File: config.mk
export PLATFORM = sky130hd
export DESIGN_NAME = gmsu_ctrl
export DESIGN_NICKNAME = d
export VERILOG_FILES = /design/src/rtl/gmsu_pkg.sv /design/src/rtl/gmsu_ctrl.sv
export SDC_FILE = /design/constraint.sdc
export NUM_CORES = 1
export LEC_CHECK = 0
export BUFFER_PORTS_ARGS = -buffer_cell sky130_fd_sc_hd__buf_2
export CORE_MARGIN = 4
export CORE_UTILIZATION = 24
export DETAILED_ROUTE_END_ITERATION = 8
export SLEW_MARGIN = 10
export SYNTH_ARGS = -nofsm -noshare
export SYNTH_HDL_FRONTEND = slang
export SYNTH_SLANG_ARGS = --single-unit
File: constraint.sdc
create_clock -name clk -period 2.9 [get_ports clk]
set_clock_uncertainty 0.2 [all_clocks]
set_input_delay 0.87 -clock clk [delete_from_list [all_inputs] [get_ports clk]]
set_output_delay 0.87 -clock clk [all_outputs]
set_load 0.005 [all_outputs]
File: src/rtl/gmsu_pkg.sv
// Shared types, codes and constants for the gene mutation store with undo.
// Depends on nothing; the controller, the datapath and the top level import it.
package gmsu_pkg;

    localparam int GENE_COUNT_DEF    = 1024;
    localparam int JOURNAL_DEPTH_DEF = 16;

    localparam logic [10:0] ACTIVE_SIZE_RST = 11'd1024;

    // request codes
    localparam logic [2:0] REQ_LOAD    = 3'd0;
    localparam logic [2:0] REQ_REPLACE = 3'd1;
    localparam logic [2:0] REQ_INVERT  = 3'd2;
    localparam logic [2:0] REQ_UNDO    = 3'd3;
    localparam logic [2:0] REQ_READ    = 3'd4;

    // status codes
    localparam logic [1:0] ST_OK    = 2'd0;
    localparam logic [1:0] ST_RANGE = 2'd1;
    localparam logic [1:0] ST_FULL  = 2'd2;

    localparam logic [7:0] MSB_MASK = 8'b1000_0000;

    typedef struct packed {
        logic [2:0] req_type;
        logic [9:0] gene_addr;
        logic [7:0] new_value;
        logic [2:0] flip_bit;
        logic       start_batch;
    } in_item_t;

    typedef struct packed {
        logic [7:0] read_value;
        logic [1:0] status;
        logic [4:0] journal_length;
    } out_item_t;

    // what the request at the input port turns into
    typedef enum logic [2:0] {
        ACT_NONE   = 3'd0,
        ACT_LOAD   = 3'd1,
        ACT_READ   = 3'd2,
        ACT_MUTATE = 3'd3,
        ACT_UNDO   = 3'd4
    } act_t;

    typedef struct packed {
        logic accept;     // take the input item
        logic modify;     // write mutated byte and journal entry
        logic undo_jrd;   // fetch next journal entry, newest first
        logic undo_grd;   // fetch the byte the entry addresses
        logic undo_wr;    // write the restored byte
        logic push;       // load the output register
    } cmd_t;

    typedef struct packed {
        act_t act;
        logic undo_last;
        logic out_busy;
    } stat_t;

    // bit 0 is the most significant bit
    function automatic logic [7:0] bit_mask(input logic [2:0] bit_pos);
        bit_mask = MSB_MASK >> bit_pos;
    endfunction

endpackage

File: src/rtl/gmsu_ctrl.sv
// Sequencer for the gene mutation store: walks each request through its steps.
// Depends on gmsu_pkg.
module gmsu_ctrl
    import gmsu_pkg::*;
(
    input  logic  clk,
    input  logic  rst_n,
    input  logic  in_valid,
    output logic  in_stall,
    input  stat_t stat,
    output cmd_t  cmd
);

    typedef enum logic [5:0] {
        S_IDLE   = 6'b000001,
        S_MODIFY = 6'b000010,
        S_UNDO_J = 6'b000100,
        S_UNDO_G = 6'b001000,
        S_UNDO_W = 6'b010000,
        S_FINISH = 6'b100000
    } state_t;

    state_t state_reg;
    state_t state_next;

    always_ff @(posedge clk or negedge rst_n)
    begin
        if (!rst_n)
        begin
            state_reg <= S_IDLE;
        end
        else
        begin
            state_reg <= state_next;
        end
    end

    always_comb
    begin
        cmd        = '0;
        state_next = state_reg;
        in_stall   = (state_reg != S_IDLE);
        case (state_reg)
            S_IDLE:
            begin
                if (in_valid)
                begin
                    cmd.accept = 1'b1;
                    case (stat.act)
                        ACT_MUTATE: state_next = S_MODIFY;
                        ACT_UNDO:   state_next = S_UNDO_J;
                        default:    state_next = S_FINISH;
                    endcase
                end
            end
            S_MODIFY:
            begin
                cmd.modify = 1'b1;
                state_next = S_FINISH;
            end
            S_UNDO_J:
            begin
                cmd.undo_jrd = 1'b1;
                state_next   = S_UNDO_G;
            end
            S_UNDO_G:
            begin
                cmd.undo_grd = 1'b1;
                state_next   = S_UNDO_W;
            end
            S_UNDO_W:
            begin
                cmd.undo_wr = 1'b1;
                state_next  = stat.undo_last ? S_FINISH : S_UNDO_J;
            end
            S_FINISH:
            begin
                // hold until the output register can take the item
                if (!stat.out_busy)
                begin
                    cmd.push   = 1'b1;
                    state_next = S_IDLE;
                end
            end
            default:
            begin
                state_next = S_IDLE;
            end
        endcase
    end

endmodule

==> metrics.txt <==
status finished clean; CP Data Arrival Time 1690 ps; highest clock rate 0.3621 GHz; Worst path max stage delay 590 ps; area of the multi-input gates around 250 µm²; Crit Path Max Fanout 7; RSZ-0062 raised after global routing false; IO buf count 14; GPL Wtd Cong 0.7197; row count 14; CP Data Required Time 1830 ps; sequential cell area 151.4 µm²; sequential element share of the synthesized area 35.91%; Core Box Area 1577 µm²; CTS root buf clkbuf_4; largest family of logic cells by synthesized area simple AND/OR/NAND/NOR gates; LEAKAGE 0.2714 nW; Final Slew Violations 0; xor and xnor area share after synthesis under 10%; post-DR wirelength/cell 12.69 µm; Finish-stage setup viols 0; max FFs per register 6; period utilisation layout 95.23%; final setup TNS 0 ps; dpl cells 71; Overflow after GRT 0; Synth Area per Inst ~9.8 µm²; antenna cells 0; Crit. End Element output pin; drt first pass iters 2; synth top area cells dfrtp_1, and4b_1, a2111oi_4, dfstp_2, nor2_1; adder-cell share of the synthesized area 0%; Min-Delay Path Class in2async; cell area after synthesis 421.7 µm²; Syn Nets 51; post-route insts no fill 75; Fill cells 174; routed vias/inst roughly 5.0; CP bufs+invs 1; critical path's slowest cell or4_4; gr usage total 9.262%; Top Ports 15; Synth Area in Compound Gates 17.21%; Num CTS Buffers 3; CP cell instances or4_4 > nor2_2 > and2_1 > buf_2; synth unique cells 27; H-tree depth 1; final WL about 950 µm; Synth Register Bits 6; minimum clock period 2762 ps; CTS tree built; pwr dens 707.6 nW/µm²; vias post-DR 375; critical setup path kind reg2out; initial antenna violation count 0; Yosys top cell area share 29.67%; Clock Sinks 6; Layout area overhead 24.04%; Die Span Y between 40 and 50 µm; vias in the first global route just under 400; Top delay family on crit path simple AND/OR/NAND/NOR gates; share of layout cells above drive strength 1 a little under two fifths; Post-CTS Setup Repair Bufs 0; simple-gate share of the synthesized area 39.47%; Synth Instances between 40 and 50; Clk pin slew, worst setup/hold paths 50 ps; multiplexer share of the synthesized area 0%; Final HPWL DP 783.9 µm; largest net degree at the start of global routing 10; Clock Tree Buf Depth 2; CP startpoint kind register; Clk Latency, worst-skew pair approximately 250 ps; Nets 68; Die ar. 2492 µm²; Initial DRC Count 1; Total Power roughly 0.00037 W; Worst-Margin Slew around 440 ps; final hold vios 0; ANT nets after route 0; drt drc 0; post-cts sizing count 0; Ys Warns 0; width of the die ~50 µm; first-pass GRT wire length 1766 µm; Synth area leader dfrtp_1; maximum VDD drop 305.1 µV; Slew HR between 70% and 80%; max_cap viols 0; hold buffer count at CTS 0; initial core utilization a little over a quarter
[kinds of logic after synthesis]
kind of cell | Yosys count
buffers and inverters | 4
AO/OA/AOI/OAI | 7
XOR/XNOR | 1
flip-flops | 6
AND/OR/NAND/NOR | 25
[Yosys cell counts (all sizes together)]
library cell and number:
a2111oi 1, a211oi 1, a32oi 1, and2 1, and3 2, and3b 1
and4b 5, buf 1, clkbuf 1, dfrtp 5, dfstp 1, inv 2
nand2 1, nand2b 1, nand3 1, nand4 1, nand4b 1, nor2 6
nor2b 2, nor3 2, o211ai 1, o21a 1, o21ai 2, or4 1
xor2 1
[worst register-to-register path: cells and delay by family, from the launching register on]
family           cells  cell delay [ps]
AND/OR/NAND/NOR      3              950
flip-flops           1              430
AO/OA/AOI/OAI        1              120
[worst paths after layout]
| kind | from | end | slack (ps) | cells past startpoint |
|---|---|---|---|---|
| max in group asynchronous | rst_n | state_reg[0]$_DFFE_PN1P_ | 2040 | 1 |
| min in group clk | state_reg[5]$_DFFE_PN0P_ | state_reg[2]$_DFFE_PN0P_ | 360 | 1 |
| setup / recovery | state_reg[5]$_DFFE_PN0P_ | cmd[5] | 140 | 4 |
| hold / removal | rst_n | state_reg[3]$_DFFE_PN0P_ | 240 | 1 |
| hold reg to reg | state_reg[5]$_DFFE_PN0P_ | state_reg[2]$_DFFE_PN0P_ | 360 | 1 |
| setup reg to reg | state_reg[5]$_DFFE_PN0P_ | state_reg[2]$_DFFE_PN0P_ | 1110 | 4 |
[layer usage]
metal  global-route usage (%)  wire (µm)  vias up
li1                         -          -      195
met1                    11.93        464      174
met2                    13.88        446        6
met4                    1.382          0        0
met5                        0          0        -
met3                    4.819         40        0
[cells in the final DEF (no fill, tap or decap), drive strengths merged]
| cell | instances |
|---|---|
| a2111oi | 1 |
| a211oi | 1 |
| a32oi | 1 |
| and2 | 1 |
| and3 | 2 |
| and3b | 1 |
| and4b | 5 |
| buf | 14 |
| clkbuf | 4 |
| dfrtp | 5 |
| dfstp | 1 |
| inv | 2 |
| nand2 | 1 |
| nand2b | 1 |
| nand3 | 1 |
| nand4 | 1 |
| nand4b | 1 |
| nor2 | 6 |
| nor2b | 2 |
| nor3 | 2 |
| o211ai | 1 |
| o21a | 1 |
| o21ai | 2 |
| or4 | 1 |
| xor2 | 1 |
[metrics by stage]
step                      instance area [µm²]  utilization (%)  setup slack (ps)  hold WS [ps]
after floorplan                         421.7                -             547.8         309.9
after global placement                  496.7            31.51             438.7         337.7
after detailed placement                496.7            31.51             406.1         360.9
after CTS                               523.0            33.17             127.1         232.6
after global routing                    523.0            33.17             22.85         240.5
final                                   523.0            33.17             138.3         236.3
[final cells by class]
type	instances	area share, %
Clock buffer	4	5.024
Inverter	2	1.435
Multi-Input combinational cell	33	47.37
Sequential cell	6	28.95
Tap cell	16	3.828
Timing Repair Buffer	14	13.40
[report_power, final]
part,total (W),switching (W),internal [W]
logic,0.000161,0.0000869,0.0000743
clock network,0.0000839,0.0000317,0.0000522
registers,0.000125,0.0000205,0.000104
total,0.000370,0.000139,0.000231
Note: power is estimated with default switching activity, not from simulation.
